<file path="config.mk">
export PLATFORM = sky130hd
export DESIGN_NAME = tvs_fifo
export DESIGN_NICKNAME = d
export VERILOG_FILES = /design/src/design/tvs_fifo.sv
export SDC_FILE = /design/constraint.sdc
export NUM_CORES = 1
export LEC_CHECK = 0
export BUFFER_PORTS_ARGS = -buffer_cell sky130_fd_sc_hd__buf_2
export CAP_MARGIN = 25
export CORE_ASPECT_RATIO = 1.2
export CORE_MARGIN = 4
export CORE_UTILIZATION = 48
export DETAILED_ROUTE_END_ITERATION = 10
export HOLD_SLACK_MARGIN = 0.12
export PLACE_DENSITY_LB_ADDON = 0.25
export SLEW_MARGIN = 20
export SYNTH_ARGS = -nofsm -noshare
export SYNTH_HDL_FRONTEND = slang
export SYNTH_SLANG_ARGS = --single-unit
</file>
<file path="constraint.sdc">
create_clock -name clk -period 2 [get_ports clk]
set_input_delay 0.4 -clock clk [delete_from_list [all_inputs] [get_ports clk]]
set_output_delay 0.4 -clock clk [all_outputs]
set_load 0.05 [all_outputs]
</file>
<file path="src/design/tvs_fifo.sv">
// Short command queue between the front and the back of the sampler.
// Depends on nothing but its parameters.
module tvs_fifo #(
  parameter int W     = 8,
  parameter int DEPTH = 2
) (
  input  logic         clk,
  input  logic         rst,
  input  logic         push,
  input  logic [W-1:0] wdata,
  output logic         full,
  input  logic         pop,
  output logic [W-1:0] rdata,
  output logic         empty
);

  localparam int PW = (DEPTH > 1) ? $clog2(DEPTH) : 1;
  localparam int CW = $clog2(DEPTH + 1);

  logic [W-1:0]  slots [DEPTH];
  logic [PW-1:0] wr_ptr;
  logic [PW-1:0] rd_ptr;
  logic [CW-1:0] count;
  logic          do_push;
  logic          do_pop;

  assign full    = (count == CW'(DEPTH));
  assign empty   = (count == '0);
  assign do_push = push && !full;
  assign do_pop  = pop && !empty;
  assign rdata   = slots[rd_ptr];

  // store the incoming beat
  always_ff @(posedge clk) begin
    if (do_push) begin
      slots[wr_ptr] <= wdata;
    end
  end

  // advance pointers and count
  always_ff @(posedge clk) begin
    if (rst) begin
      wr_ptr <= '0;
      rd_ptr <= '0;
      count  <= '0;
    end else begin
      if (do_push) begin
        wr_ptr <= (wr_ptr == PW'(DEPTH - 1)) ? '0 : wr_ptr + PW'(1);
      end
      if (do_pop) begin
        rd_ptr <= (rd_ptr == PW'(DEPTH - 1)) ? '0 : rd_ptr + PW'(1);
      end
      if (do_push && !do_pop) begin
        count <= count + CW'(1);
      end else if (do_pop && !do_push) begin
        count <= count - CW'(1);
      end
    end
  end

endmodule

</file>
**Word-level counts from Yosys, hierarchy flattened**

Memories as Yosys holds them, arrays and structs flattened. A register that Yosys moved wholly into a read port is not among the register bits.
Cells that the tools add are included.

- Memories: 1
- Memory bits (read-only): 0
- Register bits: 4
- Latch bits: 0
- Memory bits (writable): 16
- Output and inout port bits: 10
- Logic and storage cells: 27
- Input port bits: 12

- Eq/ne operators: 1
- Order comparisons: 0
- $mul: 0
- $add $sub $neg: 4
- Divide/modulo/power cells: 0
- Bitwise gates (word level): 0
- Mux-type cells: 8
- Reduce and logical (&&, ||, !) cells: 10
- Shift operators: 0

Memories:

| memory | depth | bits a word | read ports | clocked after memory_dff | wr ports | RTL line | source |
|---|---|---|---|---|---|---|---|
| slots | 2 | 8 | 1 | 1 | 1 | 20 | `logic [W-1:0] slots [DEPTH];` |

Operator list:

| kind | number |
|---|---|
| $mux W1 | 6 |
| $logic_and A1 B1 Y1 | 4 |
| $logic_not A1 Y1 | 4 |
| $mux W2 | 2 |
| $add A1 B1 Y1 const B | 2 |
| $add A2 B1 Y2 const B | 1 |
| $eq A2 B2 Y1 const B | 1 |
| $logic_not A2 Y1 | 1 |
| $reduce_bool A2 Y1 | 1 |
| $sub A2 B1 Y2 const B | 1 |

**Depth between registers and ports, before layout**

Gate-level depths: netlist of run 1.

- Word-level depth: 7
- Gate-level depth with buffers: 6
- Depth with buffers taken out: 6

**Least setup slack after synthesis of run 1**

OpenSTA, ideal clock, no wires.

- Path kind: flip-flop to flip-flop
- Start: register count[1]
- End: register count[1]
- Buffers on the path: 0
- Data required time: 1.930 ns
- Stages on the path, launching flop included: 6
- Setup time: 0.070 ns
- Clock period less this slack: 1.843 ns
- Arrival time: 1.773 ns
- Setup slack: 0.157 ns
- Cell sequence: dfxtp_1 nor2b_2 nor2_1 ha_1 or3_1 a21oi_1

- Cells in the longest elaborated chain, start to end: 6
- Elaborated cells on any way between the ends: 15
- Classes of those cells: add/sub: 2; eq/ne: 1; mux: 2; reduce/logical: 10

RTL lines:

| what | RTL line | source |
|---|---|---|
| from (decl) | 23 | `logic [CW-1:0] count;` |
| from (signal assigned) | 54 | `count <= count + CW'(1);` |
| from (signal assigned) | 56 | `count <= count - CW'(1);` |
| $eq A2 B2 Y1 (*) | 27 | `assign full = (count == CW'(DEPTH));` |
| net full | 11 | `output logic full,` |
| $logic_not A1 Y1 (*) | 29 | `assign do_push = push && !full;` |
| $logic_and A1 B1 Y1 (*) | 29 |  |
| $logic_not A1 Y1 | 55 | `end else if (do_pop && !do_push) begin` |
| $logic_and A1 B1 Y1 | 55 |  |
| $reduce_bool A2 Y1 (no source line) | n/a |  |

Mark *: on every way through the listed nets, which the timed path passes. The rest lies on a longest branch. The select of a mux whose other input is x is not followed.
A chain may end at the register's enable or synchronous reset.

==> results.md, run 1 <==
* Status: finished clean
* Largest family of logic cells by synthesized area: multiplexers
* Pwr/cell area at 1450 nW/um^2
* Wirelength, routed at 1180 um
* Syn Nets at 63
* Final Power at 1.36 mW
* Switch Pwr at 0.558 mW
* Final instance area at 941 um^2
* Post-Synth XOR/XNOR Area at 3.31%
* Detailed Place HPWL at 921 um
* CP max stage cell: dfxtp_1
* Boundary Pins at 22
* Most common cell in the netlist: edfxtp_1
* Combinational power share at 41.6%
* Worst path required time at 1.60 ns
* Synth top area cells: edfxtp_1, dfxtp_1, mux2_2, xor2_1, nor2_1
* Seq pwr share at 45.0%
* Wire length of the first global-routing pass at 1930 um
* Least-Margin Pin Slew at 0.358 ns
* Count of different cell masters after synthesis at 13
* 1st-iter DRT viols at 7
* Share of post-route cells with drive strength above 1 at 44.6%
* Worst Setup End Kind: primary output
* Vias in the first global route at 453
* Post-DP Area at 915 um^2
* Avg Cell Area, Syn at 15.9 um^2
* Synth cell count leaders: edfxtp_1, mux2_2, dfxtp_1, nor2_1
* Hold_buf cts at 0
* Clk root buf: clkbuf_4
* EDFF count, synth at 16
* Max Cap Viol at 0
* Grt ovf at 0
* VDD IR max at 0.000959 V
* Synthesized area at 793 um^2
* DRT antenna net count at 0
* Post-synthesis compound-gate area fraction at 3.15%
* Slew margin rel. at 76.1%
* Int Pwr at 0.806 mW
* Setup violators final at 0
* Type of origin of the critical path: flop
* Clock Sinks at 21
* Fin. Hold Viols at 0
* Leakage Power at 0.378 nW
* R2r setup slk at 0.42 ns
* CP Class: reg2out
* Worst-path clk slew at 0.10 ns
* Synthesized netlist cell count at 50
* Clock power share at 13.5%
* Die ar. at 2370 um^2
* Unrepaired setup endpoints after global routing: false
* Cell Rows at 15
* Initial antenna violation count at 0
* Drt wl/cell at 12.9 um
* Sw Ratio at 40.9%
* DR vias/cell at 4.95
* Fillers at 126
* Post-CTS setup buffer count at 0
* Chip width at 45.1 um
* DRT Pass-1 Iters at 2
* Largest net degree at the start of global routing at 12
* Clk_lat worst skew at 0.29 ns
* HP Class: in2reg
* Adder-Cell Fraction of Synth Area at 1.58%
* Worst Path Buf+Inv at 1
* Core Area at 1500 um^2
* Total CTS buffers at 3
* Maximum fanout along the worst path at 8
* GP Congestion at 0.662
* CTS tree: done
* Slowest stage delay, CP at 0.55 ns
* Skew final at 0.000983 ns
* Post-synthesis sequential area ratio at 73.2%
* IO buf count at 21
* Htree depth at 1
* NumNets Final at 88
* Via Count at 450
* Tmin final at 1.82 ns
* Total Routing Usage GR at 12.3%
* Clk buf depth at 2
* Max-slew violations at 0
* DRC viols at 0
* Antenna Cells at 0
* Maximum clock frequency at 548 MHz
* Cts repair resizes at 0
* Multiplexer area fraction after synthesis at 11.4%
* Critical path arrival at 1.42 ns
* Setup_tns at 0 ns
* Starting Density at 52.8%
* Synthesized flop and latch total at 21
* Synth top area share at 60.6%
* Area leader, netlist: edfxtp_1
* Chip height at 52.5 um
* Crit-path leading delay family: flip-flops
* Post-synth ARST share at 0%
* Main flop type after synthesis: edfxtp_1
* CP Cell Sequence: mux2_2, buf_2
* Area grow syn2layout at 18.6%
* Post-synthesis simple-gate area fraction at 5.84%
* Synth warn at 0
* Period utilization at 91.2%
==> layout make-up <==
| type | count | area (um^2) | share of cell area [%] |
|---|---|---|---|
| Inverter | 2 | 7.51 | 0.798 |
| Clock buffer | 4 | 26.3 | 2.79 |
| Timing Repair Buffer | 21 | 105 | 11.2 |
| Sequential cell | 21 | 581 | 61.7 |
| Multi-Input combinational cell | 26 | 200 | 21.3 |
| Tap cell | 17 | 21.3 | 2.26 |
==> metrics by stage <==
step                      setup slack (ns)  utilization (%)  hold WS (ns)  std cells
after detailed placement             0.417             60.9         0.493         87
after floorplan                      0.157                -         0.452         50
final                                0.176             62.7         0.295         91
after global routing                0.0940             62.7         0.266         91
after global placement               0.474             60.9         0.470         87
after CTS                            0.156             62.7         0.284         91
==> power groups by stage <==
stage / Sequential, mW / Clock [mW] / Combinational, mW
2_1_floorplan: 0.594 / 0 / 0.487
3_3_place_gp: 0.620 / 0 / 0.563
3_5_place_dp: 0.623 / 0 / 0.573
4_1_cts: 0.614 / 0.194 / 0.574
5_1_grt: 0.628 / 0.215 / 0.605
6_report: 0.614 / 0.183 / 0.567
==> routing by layer <==
layer | share of wire [%] | GRT usage [%]
met2 | 48 | 19.6
met5 | 0 | 0
met3 | 8.2 | 4.47
met4 | 1.6 | 8.78
met1 | 42 | 12.9
==> cells in the final DEF (no fill, tap or decap) <==
master | netlist | final
a21oi_1 | 2 | 2
and2_1 | 1 | 1
buf_2 | 1 | 21
clkbuf_1 | 0 | 1
clkbuf_4 | 0 | 3
dfxtp_1 | 5 | 5
edfxtp_1 | 16 | 16
ha_1 | 1 | 1
inv_1 | 2 | 2
mux2_2 | 8 | 8
nor2_1 | 5 | 5
nor2b_2 | 1 | 1
o21ai_0 | 3 | 3
or3_1 | 2 | 2
xor2_1 | 3 | 3
==> state kept, by name, summed over array words and instances (netlist names), named ones only <==
signal and cells:
wr_ptr 1, count 2, slots 16, rd_ptr 1
==> worst register-to-register path, cell delays in order, from the launching register on <==
cell and delay (ns):
dfxtp_1 0.39, nor2b_2 0.22, nor2_1 0.08, ha_1 0.32, or3_1 0.38, a21oi_1 0.13
==> worst paths after layout <==
check | startpoint | endpoint | depth (start not counted)
max | flop | rdata[2] | 2
min | wdata[4] | slots[0][4] | 1
max reg2reg | count[1] | count[1] | 5
min reg2reg | wr_ptr | wr_ptr | 2
==> cell families (layout without fill, tap and decap cells) <==
family / after synthesis / in the layout
muxes: 8 / 8
DFF: 21 / 21
buffers and inverters: 3 / 27
xor gates and xnor gates: 3 / 3
and+or+nand+nor: 9 / 9
adders and majority gates: 1 / 1
AOI/OAI and AO/OA: 5 / 5
(Power assumes the default switching activity.)
==> run 2, diff against run 1 <==
Settings changed: CORE_ASPECT_RATIO 1.2 to not set, CORE_UTILIZATION 48 to 52.
Clock period 2 ns to 2.3 ns, I/O delays scaled along.
==> run 2 against run 1 <==
Via count rose by 3.1%. Clock-buffer cell count did not move. Core utilization rose by 6.0 points. Sequential power fell by 13%. Sequential share of layout area rose by 0.16 points. Flip-flop and latch count did not move. Clock skew rose by 0.0015 ns. Total power fell by 12%. Critical path depth did not move. Routed wire length rose by 8.8%. Setup slack improved by 0.24 ns. Critical path type unchanged. Critical endpoint is now rdata[1]. Largest power group unchanged. Highest routed layer unchanged.
==> results.md, run 2 (synthesis gave the netlist of run 1 again) <==
* CP Class: reg2out
* Boundary Pins at 22
* Total CTS buffers at 3
* Clk buf depth at 2
* Wirelength, routed at 1280 um
* Pwr/cell area at 1280 nW/um^2
* Wire length of the first global-routing pass at 2130 um
* Final Power at 1.20 mW
* Antenna Cells at 0
* Hold_buf cts at 0
* Starting Density at 58.1%
* Cts repair resizes at 0
* Post-CTS setup buffer count at 0
* Type of origin of the critical path: flop
* Die ar. at 2210 um^2
* DRT antenna net count at 0
* GP Congestion at 0.672
* Cell Rows at 13
* Vias in the first global route at 469
* Largest net degree at the start of global routing at 12
* VDD IR max at 0.000907 V
* Clk root buf: clkbuf_4
* Fin. Hold Viols at 0
* HP Class: in2reg
* FF-to-FF End: count[1]
* Seq pwr share at 44.6%
* Core Area at 1370 um^2
* Fillers at 106
* Area grow syn2layout at 18.3%
* Slew margin rel. at 73.9%
* Worst Setup End Kind: primary output
* Least-Margin Pin Slew at 0.391 ns
* Switch Pwr at 0.498 mW
* Worst-path clk slew at 0.10 ns
* Worst path required time at 1.84 ns
* Initial antenna violation count at 0
* R2r setup slk at 0.70 ns
* NumNets Final at 88
* Setup_tns at 0 ns
* Final instance area at 938 um^2
* Total Routing Usage GR at 14.3%
* Drt wl/cell at 14.4 um
* DRT Pass-1 Iters at 1
* IO buf count at 21
* 1st-iter DRT viols at 0
* Maximum fanout along the worst path at 8
* Chip width at 47.1 um
* Worst Min Path Start: wdata[1]
* CTS tree: done
* Combinational power share at 41.5%
* Share of post-route cells with drive strength above 1 at 44.6%
* DR vias/cell at 5.21
* Via Count at 464
* Critical path arrival at 1.42 ns
* DRC viols at 0
* Detailed Place HPWL at 995 um
* Setup violators final at 0
* Largest Register: slots
* Placed cells at 85
* Status: finished clean
* Area taken by multi-input logic gates at 200 um^2
* Int Pwr at 0.701 mW
* Sw Ratio at 41.5%
* Regs by FF count: slots x16, count x2
* Number of flip-flops in the largest register at 16
* Clk_lat worst skew at 0.29 ns
* Clock Sinks at 21
* Tmin final at 1.88 ns
* Post-DP Area at 912 um^2
* Leakage Power at 0.378 nW
* Post-route insts no fill at 89
* Max-slew violations at 0
* Htree depth at 1
* FF/Latch Area at 581 um^2
* Grt ovf at 0
* Leading cell type in the layout, fill and taps excluded: buf_2
* Unrepaired setup endpoints after global routing: false
* Reg-to-Reg Start: count[0]
* Commonest cells after routing, fill and taps aside: buf_2, edfxtp_1, mux2_2, nor2_1, dfxtp_1
* WHS Endpoint: slots[1][1]
* Chip height at 47.1 um
* Hold Path Depth at 1
* Clock power share at 13.8%
* Max Cap Viol at 0
* Maximum clock frequency at 531 MHz
* Skew final at 0.00247 ns
* Worst reg2reg path depth at 4
* Period utilization at 81.9%
[run 2: cell counts in the layout (fill, tap and decap cells not counted)]
Identical to the previous run, type by type.
[run 2: final cells by class]
cell class	instances	area share (%)
Sequential cell	21	61.9
Multi-Input combinational cell	26	21.3
Timing Repair Buffer	21	11.2
Clock buffer	4	2.80
Tap cell	15	2.00
Inverter	2	0.800
[run 2: metrics by stage]
stage	hold WS [ns]	setup WS [ns]	util, %
floorplan	0.452	0.457	-
global placement	0.469	0.730	66.8
detailed placement	0.481	0.668	66.8
CTS	0.345	0.401	68.7
global route	0.326	0.341	68.7
finish	0.349	0.416	68.7
[run 2: worst max-delay path, stage by stage, from the launching register on]
cell and delay (ns):
dfxtp_1 0.54, mux2_2 0.38, buf_2 0.21
[run 2: worst max path at each step]
stage | from | to | slack, ns | cells after the start
floorplan | count[1] | count[1] | 0.46 | 5
global placement | pop | count[1] | 0.73 | 5
detailed placement | pop | count[1] | 0.67 | 5
CTS | flop | rdata[0] | 0.40 | 2
global route | flop | rdata[6] | 0.34 | 2
finish | flop | rdata[1] | 0.42 | 2
[run 2: routing by layer]
layer	share of wire (%)	up-vias	wire length (um)	track usage [%]
li1	-	230	-	-
met2	51	17	652	26.0
met5	0	-	0	0
met1	39	213	505	15.9
met4	1.6	0	21	6.63
met3	7.7	4	99	2.68
[run 2: power groups by stage]
| stage | Combinational (mW) | Sequential (mW) | Clock, mW |
|---|---|---|---|
| after global routing | 0.534 | 0.543 | 0.198 |
| after floorplan | 0.423 | 0.516 | 0 |
| after global placement | 0.487 | 0.541 | 0 |
| after CTS | 0.502 | 0.537 | 0.171 |
| after detailed placement | 0.500 | 0.546 | 0 |
| final | 0.498 | 0.535 | 0.166 |
==> run 3, diff against run 2 <==
Settings changed: CORE_ASPECT_RATIO set to 1.2, CORE_UTILIZATION 52 to 44.
Clock period 2.3 ns to 1.7 ns, I/O delays scaled along.
==> run 3 against run 2 <==
Largest cell class unchanged. Clock-buffer cell count is the same. Clock skew increased by 0.0035 ns. Critical endpoint is now rdata[3]. Global-route usage shrank 3.6 points. Cell count increased by 3.4%. Combinational power rose by 36%.
==> results.md, run 3 (synthesis gave the netlist of run 1 again) <==
* CP Cell Sequence: mux2_2, buf_2
* Total Routing Usage GR at 10.7%
* DR vias/cell at 5.00
* Post-CTS setup buffer count at 0
* Commonest cells after routing, fill and taps aside: buf_2, edfxtp_1, mux2_2, nor2_1, dfxtp_1
* Cts repair resizes at 1
* Htree depth at 1
* Fin. Hold Viols at 0
* Type of origin of the critical path: flop
* Tmin final at 1.60 ns
* NumNets Final at 88
* Clock Sinks at 21
* R2r setup slk at 0.12 ns
* FF-to-FF End: count[1]
* Antenna Cells at 0
* Max-slew violations at 0
* Post-route insts no fill at 92
* Sw Ratio at 41.2%
* Clk buf depth at 2
* DRT antenna net count at 0
* Chip height at 54.5 um
* Placed cells at 88
* DRT Pass-1 Iters at 4
* Worst reg2reg path depth at 4
* Setup violators final at 0
* Wire length of the first global-routing pass at 1830 um
* Clk_lat worst skew at 0.29 ns
* Clk root buf: clkbuf_4
* Maximum clock frequency at 624 MHz
* 1st-iter DRT viols at 4
* Period utilization at 94.2%
* Area grow syn2layout at 19.9%
* CP max stage cell: dfxtp_4
* Max Cap Viol at 0
* Largest net degree at the start of global routing at 12
* Worst-path clk slew at 0.11 ns
* Hold_buf cts at 0
* Regs by FF count: slots x16, count x2
* Die ar. at 2550 um^2
* Setup_tns at 0 ns
* Skew final at 0.00595 ns
* Leakage Power at 0.380 nW
* Worst Setup End Kind: primary output
* Slowest stage delay, CP at 0.42 ns
* Largest Register: slots
* Vias in the first global route at 459
* Share of post-route cells with drive strength above 1 at 45.9%
* Critical path arrival at 1.26 ns
* Wirelength, routed at 1220 um
* Cell Rows at 16
* Grt ovf at 0
* Fillers at 151
* GP Congestion at 0.623
* Boundary Pins at 22
* Least-Margin Pin Slew at 0.393 ns
* Detailed Place HPWL at 911 um
* Status: finished clean
* Via Count at 460
* CTS tree: done
* DRC viols at 0
* Switch Pwr at 0.673 mW
* Final Util at 57.2%
* Core Area at 1660 um^2
* IO buf count at 21
* Combinational power share at 41.5%
* Drt wl/cell at 13.2 um
* Seq pwr share at 44.9%
* Chip width at 46.8 um
* Leading cell type in the layout, fill and taps excluded: buf_2
* Int Pwr at 0.962 mW
* HP Class: in2reg
* Final instance area at 951 um^2
* Critical Path End: rdata[3]
* Post-DP Area at 921 um^2
* Unrepaired setup endpoints after global routing: false
* Total CTS buffers at 3
* Worst path required time at 1.36 ns
* Initial antenna violation count at 0
* Number of flip-flops in the largest register at 16
* CP Class: reg2out
* Pwr/cell area at 1720 nW/um^2
* Starting Density at 47.7%
* Maximum fanout along the worst path at 8
* Slew margin rel. at 73.8%
* Clock power share at 13.7%
* Reg-to-Reg Start: count[0]
* VDD IR max at 0.000852 V
-- run 3: cell counts in the layout (fill, tap and decap cells not counted) --
Identical to the previous run, type by type.
-- run 3: worst min-delay path by stage --
stage,start,end,cells after the start
2_1_floorplan,rst,count[1],1
3_3_place_gp,wr_ptr,wr_ptr,2
3_5_place_dp,wr_ptr,wr_ptr,2
4_1_cts,wdata[1],slots[1][1],1
5_1_grt,wdata[5],slots[1][5],1
6_report,wdata[1],slots[0][1],1
-- run 3: area by class of cell --
cell class	instances	area, um^2	share of cell area [%]
clock buffer	4	26.3	2.76
inverter	2	7.51	0.789
timing repair buffer	21	105	11.1
tap	18	22.5	2.37
sequential	21	584	61.4
multi-input combinational	26	205	21.6
-- run 3: power groups by stage --
stage | registers, mW | logic (mW) | clock network, mW
detailed placement | 0.739 | 0.684 | 0
floorplan | 0.703 | 0.580 | 0
CTS | 0.731 | 0.685 | 0.236
global route | 0.747 | 0.724 | 0.262
finish | 0.734 | 0.678 | 0.224
global placement | 0.736 | 0.671 | 0
-- run 3: worst max-delay path, delay by kind of cell, from the launching register on --
family / cells / cell delay (ns)
multiplexers: 1 / 0.34
flip-flops: 1 / 0.42
buffers and inverters: 1 / 0.21
-- run 3: per-stage QoR --
step | hold WS [ns] | setup WS (ns) | total power, mW
floorplan | 0.409 | 0.0467 | 1.28
global placement | 0.470 | 0.182 | 1.41
detailed placement | 0.480 | 0.0831 | 1.42
CTS | 0.219 | 0.0298 | 1.65
global route | 0.202 | 0.0372 | 1.73
finish | 0.229 | 0.0982 | 1.64
-- run 3: layer usage --
layer,wire [um],vias up,global-route usage [%]
li1,-,232,-
met1,523,212,11.5
met2,607,14,17.9
met3,77,2,2.96
met4,6,0,6.91
met5,0,-,0
