[src/design/tvs_pkg.sv]
// Shared types and constants of the trilinear voxel sampler.
// Used by every module of the block but tvs_fifo; depends on nothing.
package tvs_pkg;

  localparam int DIM_MAX_DEF   = 32;
  localparam int FRAMES_DEF    = 2;
  localparam int FRAC_BITS_DEF = 8;

  localparam int COORD_W   = 14;
  localparam int VOX_W     = 16;
  localparam int RES_W     = 17;
  localparam int SIZE_W    = 6;
  localparam int CFG_IDX_W = 2;
  localparam int CMD_DEPTH = 2;

  // configuration register indexes
  typedef enum logic [CFG_IDX_W-1:0] {
    REG_SIZE_X,
    REG_SIZE_Y,
    REG_SIZE_Z,
    REG_VOXEL_SIGNED
  } cfg_reg_t;

  // control part of one queued command
  typedef struct packed {
    logic       is_sample;
    logic       keep;      // write lands inside the volume
    logic [1:0] ins_x;     // {upper, lower} neighbor inside along x
    logic [1:0] ins_y;
    logic [1:0] ins_z;
  } cmd_ctl_t;

  localparam int CTL_W = $bits(cmd_ctl_t);

  typedef enum logic [2:0] {
    BK_IDLE,
    BK_ISSUE,
    BK_DRAIN,
    BK_PREP,
    BK_DIV,
    BK_ROUND,
    BK_OUT
  } bk_state_t;

endpackage

[src/design/tvs_front.sv]
// Front of the sampler: splits coordinates into cell index and fraction
// and classifies each neighbor as inside or outside. Uses tvs_pkg.
module tvs_front #(
  parameter int DIM_MAX   = tvs_pkg::DIM_MAX_DEF,
  parameter int FRAMES    = tvs_pkg::FRAMES_DEF,
  parameter int FRAC_BITS = tvs_pkg::FRAC_BITS_DEF,
  parameter int DW        = 5,
  parameter int FW        = 1,
  parameter int DATA_W    = 8
) (
  input  logic                                kind,
  input  logic signed [tvs_pkg::COORD_W-1:0]  coord_x,
  input  logic signed [tvs_pkg::COORD_W-1:0]  coord_y,
  input  logic signed [tvs_pkg::COORD_W-1:0]  coord_z,
  input  logic                                frame,
  input  logic [tvs_pkg::VOX_W-1:0]           voxel_value,
  input  logic [tvs_pkg::SIZE_W-1:0]          size_x,
  input  logic [tvs_pkg::SIZE_W-1:0]          size_y,
  input  logic [tvs_pkg::SIZE_W-1:0]          size_z,
  output tvs_pkg::cmd_ctl_t                   ctl,
  output logic [DATA_W-1:0]                   data
);

  localparam int EW    = (tvs_pkg::COORD_W > FRAC_BITS + 1) ? tvs_pkg::COORD_W + 1
                                                            : FRAC_BITS + 2;
  localparam int BW    = EW - FRAC_BITS;
  localparam int LIM_W = ($clog2(DIM_MAX + 1) > tvs_pkg::SIZE_W) ? $clog2(DIM_MAX + 1)
                                                                 : tvs_pkg::SIZE_W;
  localparam int CMPW  = ((BW + 1 > LIM_W) ? BW + 1 : LIM_W) + 1;

  logic signed [tvs_pkg::COORD_W-1:0] crd [3];
  logic [tvs_pkg::SIZE_W-1:0]         sz  [3];
  logic [1:0]                         ins [3];
  logic [DW-1:0]                      idx_lo [3];
  logic [DW-1:0]                      idx_hi [3];
  logic [FRAC_BITS-1:0]               frc [3];
  logic                               frame_ok;

  assign crd[0] = coord_x;
  assign crd[1] = coord_y;
  assign crd[2] = coord_z;
  assign sz[0]  = size_x;
  assign sz[1]  = size_y;
  assign sz[2]  = size_z;

  // per axis: floor index, fraction and range check of both neighbors
  for (genvar a = 0; a < 3; a++) begin : g_axis
    logic signed [EW-1:0] ext;
    logic signed [BW-1:0] base;
    logic signed [BW:0]   hi;
    logic [LIM_W-1:0]     lim;

    assign ext    = EW'(crd[a]);
    assign base   = $signed(ext[EW-1:FRAC_BITS]);
    assign hi     = $signed({base[BW-1], base}) + $signed((BW + 1)'(1));
    assign frc[a] = ext[FRAC_BITS-1:0];
    assign lim    = (int'(sz[a]) > DIM_MAX) ? LIM_W'(DIM_MAX) : LIM_W'(sz[a]);

    assign ins[a][0] = !base[BW-1] && (CMPW'($unsigned(base)) < CMPW'(lim));
    assign ins[a][1] = !hi[BW] && (CMPW'($unsigned(hi)) < CMPW'(lim));
    assign idx_lo[a] = DW'($unsigned(base));
    assign idx_hi[a] = DW'($unsigned(hi));
  end

  assign frame_ok = (int'(frame) < FRAMES);

  // classify: a frame outside the store leaves no neighbor inside
  always_comb begin
    ctl.is_sample = kind;
    ctl.keep      = !kind && frame_ok && ins[0][0] && ins[1][0] && ins[2][0];
    ctl.ins_x     = frame_ok ? ins[0] : 2'b00;
    ctl.ins_y     = frame_ok ? ins[1] : 2'b00;
    ctl.ins_z     = frame_ok ? ins[2] : 2'b00;
  end

  assign data = {FW'(frame), voxel_value,
                 idx_hi[2], idx_hi[1], idx_hi[0],
                 idx_lo[2], idx_lo[1], idx_lo[0],
                 frc[2], frc[1], frc[0]};

endmodule

[config.mk]
export PLATFORM = sky130hd
export DESIGN_NAME = tvs_front
export DESIGN_NICKNAME = d
export VERILOG_FILES = /design/src/design/tvs_pkg.sv /design/src/design/tvs_front.sv
export SDC_FILE = /design/constraint.sdc
export NUM_CORES = 1
export LEC_CHECK = 0
export ABC_CLOCK_PERIOD_IN_PS = 1850
export BUFFER_PORTS_ARGS = -buffer_cell sky130_fd_sc_hd__buf_2
export CAP_MARGIN = 10
export CELL_PAD_IN_SITES_DETAIL_PLACEMENT = 1
export CELL_PAD_IN_SITES_GLOBAL_PLACEMENT = 1
export CORE_MARGIN = 2
export CORE_UTILIZATION = 23
export DETAILED_ROUTE_END_ITERATION = 10
export PLACE_DENSITY_LB_ADDON = 0.1
export SETUP_SLACK_MARGIN = 0.02
export SLEW_MARGIN = 20
export SYNTH_ARGS = -nofsm -noshare
export SYNTH_HDL_FRONTEND = slang
export SYNTH_SLANG_ARGS = --single-unit
[constraint.sdc]
create_clock -name vclk -period 1.85
set_clock_uncertainty 0.15 [all_clocks]
set_input_delay 0.37 -clock vclk [all_inputs]
set_output_delay 0.37 -clock vclk [all_outputs]
set_load 0.02 [all_outputs]
* Yosys cells after proc, flatten, opt, wreduce, memory -nomap -nowiden
Cells that the tools add are included.
** Word-level totals
- Output and inout bits :: 16
- Bits in latches :: 0
- Memories :: 0
- Input bits :: 78
- Bits in registers :: 0
- Bits in read-only memories :: 0
- Memory bits (writable) :: 0
- Logic and storage cells :: 31
** Cells by class
- Shift operators :: 0
- $mul :: 0
- Reductions and logical operators :: 16
- Add/subtract/negate cells :: 3
- Multiplexer cells :: 3
- Order comparisons :: 9
- Bitwise operators :: 0
- Equality and inequality tests :: 0
- Divide/modulo/power cells :: 0
** Operators with widths (number)
- 8-bit by 6-bit less-than comparator with 1-bit output :: 3
- 6-bit by 2-bit adder with 7-bit output (second input constant) :: 3
- 7-bit by 6-bit less-than comparator with 1-bit output :: 3
- 6-bit greater-than comparator (second input constant) :: 3
- 6-bit two-way mux :: 3
- 1-bit logical AND :: 9
- 1-bit logical NOT :: 7

* Logic depth before layout (Yosys ltp)
Gate-level depths: netlist (run 1).
- Depth in word-level cells :: 7
- Mapped depth :: 7
- Mapped depth without buffers :: 7

* Least setup slack after synthesis (run 1)
Ideal clock, no wire load.
- Path kind :: input to output
- From :: input port size_y[5] (netlist bit)
- To :: output port ctl[6] (netlist bit)
- Arrival :: 1768 ps
- Path buffers :: 0
- Stages :: 7
- Setup slack :: -438 ps
- Data required time :: 1330 ps
- Cell sequence :: inv_1 -> nand2_1 -> ha_1 -> nor4b_2 -> o211ai_1 -> o211ai_1 -> and4b_1
** RTL lines
- start: declaration :: RTL line tvs_front.sv:18 : input logic [tvs_pkg::SIZE_W-1:0] size_y,
- end: declaration :: RTL line tvs_front.sv:20 : output tvs_pkg::cmd_ctl_t ctl,

==> results of run 1 <==
critical path: cells and delay by family:
| kind | cells | cell delay [ns] |
|---|---|---|
| xor+xnor | 1 | 0.13 |
| fa+ha+maj | 1 | 0.31 |
| simple gates | 2 | 0.26 |
| compound gates | 2 | 0.55 |
| buf+inv | 2 | 0.21 |
layout make-up:
class,count,area share
Timing Repair Buffer,89,0.346
Inverter,3,0.0193
Multi-Input combinational cell,112,0.604
Tap cell,50,0.0302
synthesized netlist by cell type (all sizes together) (3+ instances only):
library cell,count
ha,30
nand2,18
buf,9
nand3,9
xnor2,9
a21oi,6
o211ai,6
o21ai,6
a21o,3
a221o,3
a31oi,3
and3,3
and4bb,3
inv,3
nor2,3
nor4b,3
o21bai,3
xor2,3
layer usage:
layer,track usage,up-vias,share of wire
met4,0.00214,0,0.0011
met2,0.297,39,0.53
met1,0.177,583,0.43
li1,-,629,-
met3,0.00581,2,0.038
met5,0,-,0
worst max path at each step:
stage	from	endpoint	slack [ns]	cells after the start
after global placement	coord_x[8]	ctl[5]	-0.55	8
after CTS	size_x[5]	ctl[5]	-0.51	9
after detailed placement	coord_x[8]	ctl[5]	-0.58	8
after global routing	coord_z[11]	ctl[1]	-0.58	8
final	coord_z[11]	ctl[1]	-0.51	8
after floorplan	coord_z[11]	ctl[1]	-0.30	6
layout by cell type (no fill, tap or decap), types with 3 or more instances in the layout:
cell type and n:
xor2_1 3, buf_8 3, xnor2_1 7, a21oi_2 4, ha_4 10, and4bb_2 3
ha_2 3, a221o_1 3, a21o_1 3, o21ai_1 4, nand3_1 6, buf_6 24
buf_2 25, buf_4 37, nand2_2 4, o211ai_1 5, nand2_4 4, a31oi_4 3
ha_1 17, and3_4 3, nand2_1 9, nor2_1 3, o21bai_1 3
kinds of logic after synthesis:
kind of cell,share of synthesized area
simple gates,0.231
compound gates,0.206
xor+xnor,0.106
fa+ha+maj,0.378
buf+inv,0.0794
power by group through the flow:
stage | registers [mW] | logic, mW | clock network (mW)
after CTS | 0 | 0.509 | 0
after detailed placement | 0 | 0.423 | 0
after global placement | 0 | 0.405 | 0
after global routing | 0 | 0.622 | 0
after floorplan | 0 | 0.252 | 0
final | 0 | 0.565 | 0
timing repair:
item | 4_1_cts | 5_1_grt
hold buffers | 0 | 0
resized for setup | 57 | 36
pin swaps | 25 | 27
buffers inserted | 6 | 4
endpoints found under the setup margin | 7 | 7
hold endpoints to repair | 0 | 0
gates cloned | 0 | 0
==> flow_summary.yaml, run 1 <==
synthesis:
  syn_inst: 124
  syn_nets: 232
  synth_area_per_cell_sq_um: 8.00
  yosys_warnings: 0
  ys_seq_area_frac: 0
  ys_types: 21
  syn-cell-area_sq_um: 992
  synth.largest_area_cell: "ha_1"
  synthTopCellsByArea: "ha_1 38%, xnor2_1 7.9%, buf_4 6.8%, nand2_1 6.8%, nand3_1 4.5%"
  synth_top_area_share: 0.378
worst_setup_path:
  crit_chain: "buf_6 -> and3_4 -> nand3_4 -> xnor2_2 -> ha_1 -> a221o_1 -> a31oi_4 -> buf_6"
  worstSetupPathType: "input port to output pin"
  crit_path_top_delay_cell: "a221o_1"
  arrival_ns: 1.84
  cp.required_ns: 1.33
  cp_common_cell: "buf_6"
  max_stage_delay_ns: 0.39
  path_max_fanout: 2
  startpoint_type: "input port"
  worst_setup_path_end_kind: "output pin"
sta:
  setup_ws_ns: -0.508
  period_share: 1.27
  finalHoldViolations: 0
  min_period_ns: 2.36
  setup_viol: 7
  worstMarginPinSlew_ns: 0.246
  relSlewSlack: 0.835
  slew_viol_final: 0
  fin_tns_setup_ns: -2.56
  fmax_mhz: 424
  whs_ns: 0.590
  rsz0062_at_grt: "yes"
global_routing:
  grt_max_degree: 7
  grt_pass1_wl_um: 6120
  antenna_found_initial: 0
  grt.overflow.total: 0
  grt_pass1_vias: 1368
  grt_usage: 0.146
power:
  power_frac_seq: 0
  clockPowerShare: 0
  vdd_drop_max_mv: 0.0958
  p_total_mw: 0.565
  swShare: 0.450
  p_int_mw: 0.310
  p_per_area_mw_per_mm2: 272
  p_switching_mw: 0.254
  p_leak_nw: 0.915
  power_frac_comb: 1.000
finish:
  fin_cells: 254
  nFlopsAndLatches: 0
  multi_input_area_sq_mm: 0.00125
  n_clock_buffer: 0
  final_util: 0.508
  antenna-diode-count: 0
  fillers: 476
  syn_to_final_growth_pct: 109
  regArea_sq_um: 0
  design_area_sq_mm: 0.00207
  final_nets: 314
  drive_gt1_frac: 0.681
status:
  violations: "negative setup slack"
  status: "finished with violations"
route:
  num_vias: 1253
  wl_per_cell_um: 14.1
  drt_pass1_iterations: 2
  antenna_violating_nets_post_route: 0
  drc: 0
  drtIter0Drc: 17
  via_per_inst: 4.93
  wl_um: 3590
job:
  maxCapViolCount: 0
hold_path:
  worstHoldEndpoint: "data[6]"
  hold_start: "coord_x[6]"
  hold_class: "input port to output pin"
  hold_depth: 0
floorplanning:
  die_x_um: 69.7
  start_util: 0.243
  die_h_um: 69.7
  core_area_sq_mm: 0.00409
  boundaryPins: 94
  rows: 23
  fp.dieArea_sq_mm: 0.00486
place:
  placed_area_sq_mm: 0.00157
  dpl.hpwl_um: 3000
  portBuffers: 45
  routabilityCongestion: 0.757
  placed_cells: 245
  preCtsSetupSlack_ns: -0.577
No activity file was read; power rests on OpenSTA's default activity.
==> run 2: changes to the inputs <==
--- a/config.mk
+++ b/config.mk
@@ -5,13 +5,13 @@
 export SDC_FILE = /design/constraint.sdc
 export NUM_CORES = 1
 export LEC_CHECK = 0
-export ABC_CLOCK_PERIOD_IN_PS = 1850
+export ABC_CLOCK_PERIOD_IN_PS = 2200
 export BUFFER_PORTS_ARGS = -buffer_cell sky130_fd_sc_hd__buf_2
 export CAP_MARGIN = 10
 export CELL_PAD_IN_SITES_DETAIL_PLACEMENT = 1
 export CELL_PAD_IN_SITES_GLOBAL_PLACEMENT = 1
 export CORE_MARGIN = 2
-export CORE_UTILIZATION = 23
+export CORE_UTILIZATION = 25
 export DETAILED_ROUTE_END_ITERATION = 10
 export PLACE_DENSITY_LB_ADDON = 0.1
 export SETUP_SLACK_MARGIN = 0.02
==> constraint.sdc (replaced) <==
create_clock -name vclk -period 2.2
set_clock_uncertainty 0.15 [all_clocks]
set_input_delay 0.44 -clock vclk [all_inputs]
set_output_delay 0.44 -clock vclk [all_outputs]
set_load 0.02 [all_outputs]
==> run 2 against run 1 <==
Net effect:
- the run still ends with negative setup slack left
- worst hold slack better by 0.14 ns
- critical endpoint is now ctl[3]
- routed wire length shrank 0.53%
- worst setup slack better by 0.25 ns
- first-iteration DRC count shrank 82%
- utilization grew 6.9 points
==> flow_summary.yaml, run 2 (same netlist as run 1, synthesis figures left out) <==
status:
  status: "finished with violations"
  violations: "negative setup slack"
finish:
  final_util: 0.576
  nFlopsAndLatches: 0
  drive_gt1_frac: 0.711
  fillers: 427
  antenna-diode-count: 0
  syn_to_final_growth_pct: 117
  final_nets: 314
  layout_commonest_cell: "buf_4"
  n_clock_buffer: 0
  regArea_sq_um: 0
  fin_cells: 252
  multi_input_area_sq_mm: 0.00132
  final_cell_mix: "41 x buf_4, 25 x buf_6, 20 x buf_2"
hold_path:
  hold_depth: 0
  hold_start: "coord_x[4]"
  worstHoldEndpoint: "data[4]"
  hold_class: "input port to output pin"
global_routing:
  grt_pass1_vias: 1333
  grt.overflow.total: 0
  grt_max_degree: 7
  grt_pass1_wl_um: 5800
  antenna_found_initial: 0
  grt_usage: 0.160
route:
  antenna_violating_nets_post_route: 0
  drt_pass1_iterations: 4
  num_vias: 1232
  drtIter0Drc: 3
  via_per_inst: 4.89
  wl_per_cell_um: 14.2
  drc: 0
  wl_um: 3570
power:
  vdd_drop_max_mv: 0.107
  power_frac_seq: 0
  p_total_mw: 0.497
  p_int_mw: 0.277
  p_switching_mw: 0.220
  clockPowerShare: 0
  swShare: 0.443
  p_leak_nw: 0.934
  power_frac_comb: 1.000
  p_per_area_mw_per_mm2: 230
sta:
  setup_ws_ns: -0.255
  fmax_mhz: 407
  setup_viol: 5
  min_period_ns: 2.45
  rsz0062_at_grt: "yes"
  finalHoldViolations: 0
  worstMarginPinSlew_ns: 0.261
  relSlewSlack: 0.825
  period_share: 1.12
  whs_ns: 0.730
  slew_viol_final: 0
floorplanning:
  core_area_sq_mm: 0.00374
  die_x_um: 67
  die_h_um: 67
  start_util: 0.265
  fp.dieArea_sq_mm: 0.00449
  rows: 22
  boundaryPins: 94
worst_setup_path:
  cp.required_ns: 1.61
  startpoint_type: "input port"
  worst_setup_path_end_kind: "output pin"
  worstSetupPathType: "input port to output pin"
  arrival_ns: 1.86
  path_max_fanout: 2
place:
  portBuffers: 45
  dpl.hpwl_um: 2940
  placed_cells: 248
  preCtsSetupSlack_ns: -0.376
  routabilityCongestion: 0.758
clocking:
  cts_hold_buf: 0
job:
  maxCapViolCount: 0
run 2: layer usage:
layer / global-route usage / vias to the layer above / wire length, um
li1: - / 628 / -
met1: 0.192 / 571 / 1480
met2: 0.325 / 33 / 1970
met3: 0.00507 / 0 / 123
met4: 0 / 0 / 0
met5: 0 / - / 0
run 2: timing repair:
action,CTS,global route
resized for setup,72,36
endpoints found under the setup margin,7,7
pin swaps,40,24
setup buffers,4,2
run 2: per-stage QoR:
step | area (sq um) | setup TNS (ns)
detailed placement | 1610 | -1.91
global route | 2160 | -1.48
CTS | 1960 | -1.20
floorplan | 1090 | -0.325
finish | 2160 | -1.03
global placement | 1610 | -1.80
run 2: layout make-up:
class	count	share of cell area
Multi-Input combinational cell	112	0.613
Tap cell	48	0.0278
Timing Repair Buffer	89	0.340
Inverter	3	0.0186
run 2: power groups by stage:
stage	clock network, mW	registers, mW	logic, mW
after floorplan	0	0	0.212
after global placement	0	0	0.348
after detailed placement	0	0	0.366
after CTS	0	0	0.452
after global routing	0	0	0.549
final	0	0	0.497
run 2: worst max-delay path by stage:
stage	slack (ns)	endpoint	startpoint	cells past startpoint
global placement	-0.35	ctl[1]	coord_z[8]	8
finish	-0.25	ctl[3]	coord_y[11]	8
CTS	-0.30	ctl[3]	coord_y[12]	8
global route	-0.30	ctl[3]	coord_y[11]	8
detailed placement	-0.38	ctl[1]	coord_z[8]	9
floorplan	-0.09	ctl[1]	coord_z[11]	6
run 2: critical path, stage by stage:
cell and delay, ns:
buf_6 0.07, and3_4 0.19, nand3_4 0.07, xnor2_2 0.13
ha_1 0.30, a221o_1 0.37, a31oi_4 0.15, buf_6 0.13
==> run 3: changes to the inputs <==
--- a/config.mk
+++ b/config.mk
@@ -5,7 +5,7 @@
 export SDC_FILE = /design/constraint.sdc
 export NUM_CORES = 1
 export LEC_CHECK = 0
-export ABC_CLOCK_PERIOD_IN_PS = 2200
+export ABC_CLOCK_PERIOD_IN_PS = 2800
 export BUFFER_PORTS_ARGS = -buffer_cell sky130_fd_sc_hd__buf_2
 export CAP_MARGIN = 10
 export CELL_PAD_IN_SITES_DETAIL_PLACEMENT = 1
==> constraint.sdc (replaced) <==
create_clock -name vclk -period 2.8
set_clock_uncertainty 0.15 [all_clocks]
set_input_delay 0.56 -clock vclk [all_inputs]
set_output_delay 0.56 -clock vclk [all_outputs]
set_load 0.02 [all_outputs]
==> run 3 against run 2 <==
Net effect:
- the flow now finishes without violations
- combinational power decreased by 47%
- critical endpoint is now ctl[5]
- critical path type unchanged
- largest cell class unchanged
- power down 47%
- utilization shrank 16 points
- cell count down 7.9%
- final area is 27% lower
- via count is 6.1% lower
- non-clock buffer count shrank 20
- routed wire length down 12%
- global-route usage shrank 1.8 points
- die area unchanged
==> flow_summary.yaml, run 3 (same netlist as run 1, synthesis figures left out) <==
status:
  status: "finished, final reports clean"
sta:
  fmax_mhz: 365
  min_period_ns: 2.74
  slew_viol_final: 0
  period_share: 0.978
  whs_ns: 0.970
  rsz0062_at_grt: "yes"
  setup_ws_ns: 0.0625
  finalHoldViolations: 0
  relSlewSlack: 0.846
  setup_viol: 0
  worstMarginPinSlew_ns: 0.230
hold_path:
  hold_class: "input port to output pin"
  hold_depth: 0
finish:
  layout_commonest_cell: "buf_2"
  n_clock_buffer: 0
  fin_cells: 232
  design_area_sq_mm: 0.00157
  nFlopsAndLatches: 0
  final_cell_mix: "33 x buf_2, 26 x buf_4, 25 x ha_1"
  antenna-diode-count: 0
  final_nets: 294
  syn_to_final_growth_pct: 58.3
  regArea_sq_um: 0
  drive_gt1_frac: 0.522
floorplanning:
  rows: 22
  fp.dieArea_sq_mm: 0.00449
  boundaryPins: 94
  core_area_sq_mm: 0.00374
  start_util: 0.265
  die_h_um: 67
  die_x_um: 67
power:
  p_per_area_mw_per_mm2: 167
  clockPowerShare: 0
  swShare: 0.481
  power_frac_comb: 1.000
  vdd_drop_max_mv: 0.0608
  p_switching_mw: 0.126
  p_total_mw: 0.262
  p_leak_nw: 0.750
  power_frac_seq: 0
  p_int_mw: 0.136
worst_setup_path:
  cp.required_ns: 2.09
  worst_setup_path_end_kind: "output pin"
  crit_chain: "clkbuf_4 -> ha_4 -> ha_2 -> o21ai_0 -> o21bai_1 -> a21o_1 -> a31oi_1 -> buf_4"
  arrival_ns: 2.03
  cpLargestDelayFamily: "compound AO/OA/AOI/OAI gates"
  cp.depth: 8
  crit_path_top_delay_cell: "ha_4"
  path_buf_inv: 2
  worstSetupPathType: "input port to output pin"
  startpoint_type: "input port"
  max_stage_delay_ns: 0.27
  path_max_fanout: 4
route:
  highest_layer: "met4"
  wl_um: 3150
  drt-met1-wl_um: 1340
  route.met2.wl_um: 1630
  drc: 0
  wl_per_cell_um: 13.6
  wl_met3_um: 137
  drt_pass1_iterations: 3
  antenna_violating_nets_post_route: 0
  drtIter0Drc: 17
  num_vias: 1157
  via_per_inst: 4.99
global_routing:
  grt_pass1_wl_um: 5100
  grt.overflow.total: 0
  grt_max_degree: 7
  grt_usage: 0.142
  grt_pass1_vias: 1188
  antenna_found_initial: 0
place:
  dpl.hpwl_um: 2770
  portBuffers: 45
  routabilityCongestion: 0.751
  preCtsSetupSlack_ns: -0.0251
  placed_cells: 226
  placed_area_sq_mm: 0.00135
job:
  maxCapViolCount: 0
==> run 3: changes by cell type in the layout (fill, tap and decap cells not counted), sizes merged <==
| cell | change |
|---|---|
| buf | -21 |
| inv | +3 |
| clkinv | -2 |
| clkbuf | +1 |
| clkinvlp | -1 |
==> run 3: what timing repair did <==
| action | 4_1_cts | 5_1_grt |
|---|---|---|
| endpoints found under the setup margin | 4 | 5 |
| pin swaps | 1 | 15 |
| buffers inserted | 0 | 6 |
| cloned | 0 | 0 |
| gates resized for setup | 4 | 40 |
| hold buffers | 0 | 0 |
==> run 3: final timing paths <==
check,start,to,slack (ns)
worst max-delay path,coord_x[9],ctl[5],0.06
worst min-delay path,coord_x[1],data[1],0.97
==> run 3: routing by layer <==
layer	global-route usage	vias to the layer above
li1	-	588
met3	0.00169	6
met5	0	-
met1	0.179	532
met4	0.0204	0
met2	0.271	31
==> run 3: area by class of cell <==
type                       instances  area [sq um]
tap                               48          60.1
inverter                           3          11.3
fill                             488          2170
timing repair buffer              69           480
multi-input combinational        112          1020
==> run 3: power by group through the flow <==
stage	registers, mW	clock network, mW	logic, mW
after floorplan	0	0	0.140
after global routing	0	0	0.296
after global placement	0	0	0.217
after CTS	0	0	0.232
final	0	0	0.262
after detailed placement	0	0	0.228
==> run 3: per-stage QoR <==
| step | TNS [ns] | utilization |
|---|---|---|
| global route | -0.0246 | 0.419 |
| detailed placement | -0.0251 | 0.359 |
| floorplan | 0 | - |
| global placement | 0 | 0.359 |
| finish | 0 | 0.419 |
| CTS | 0 | 0.363 |
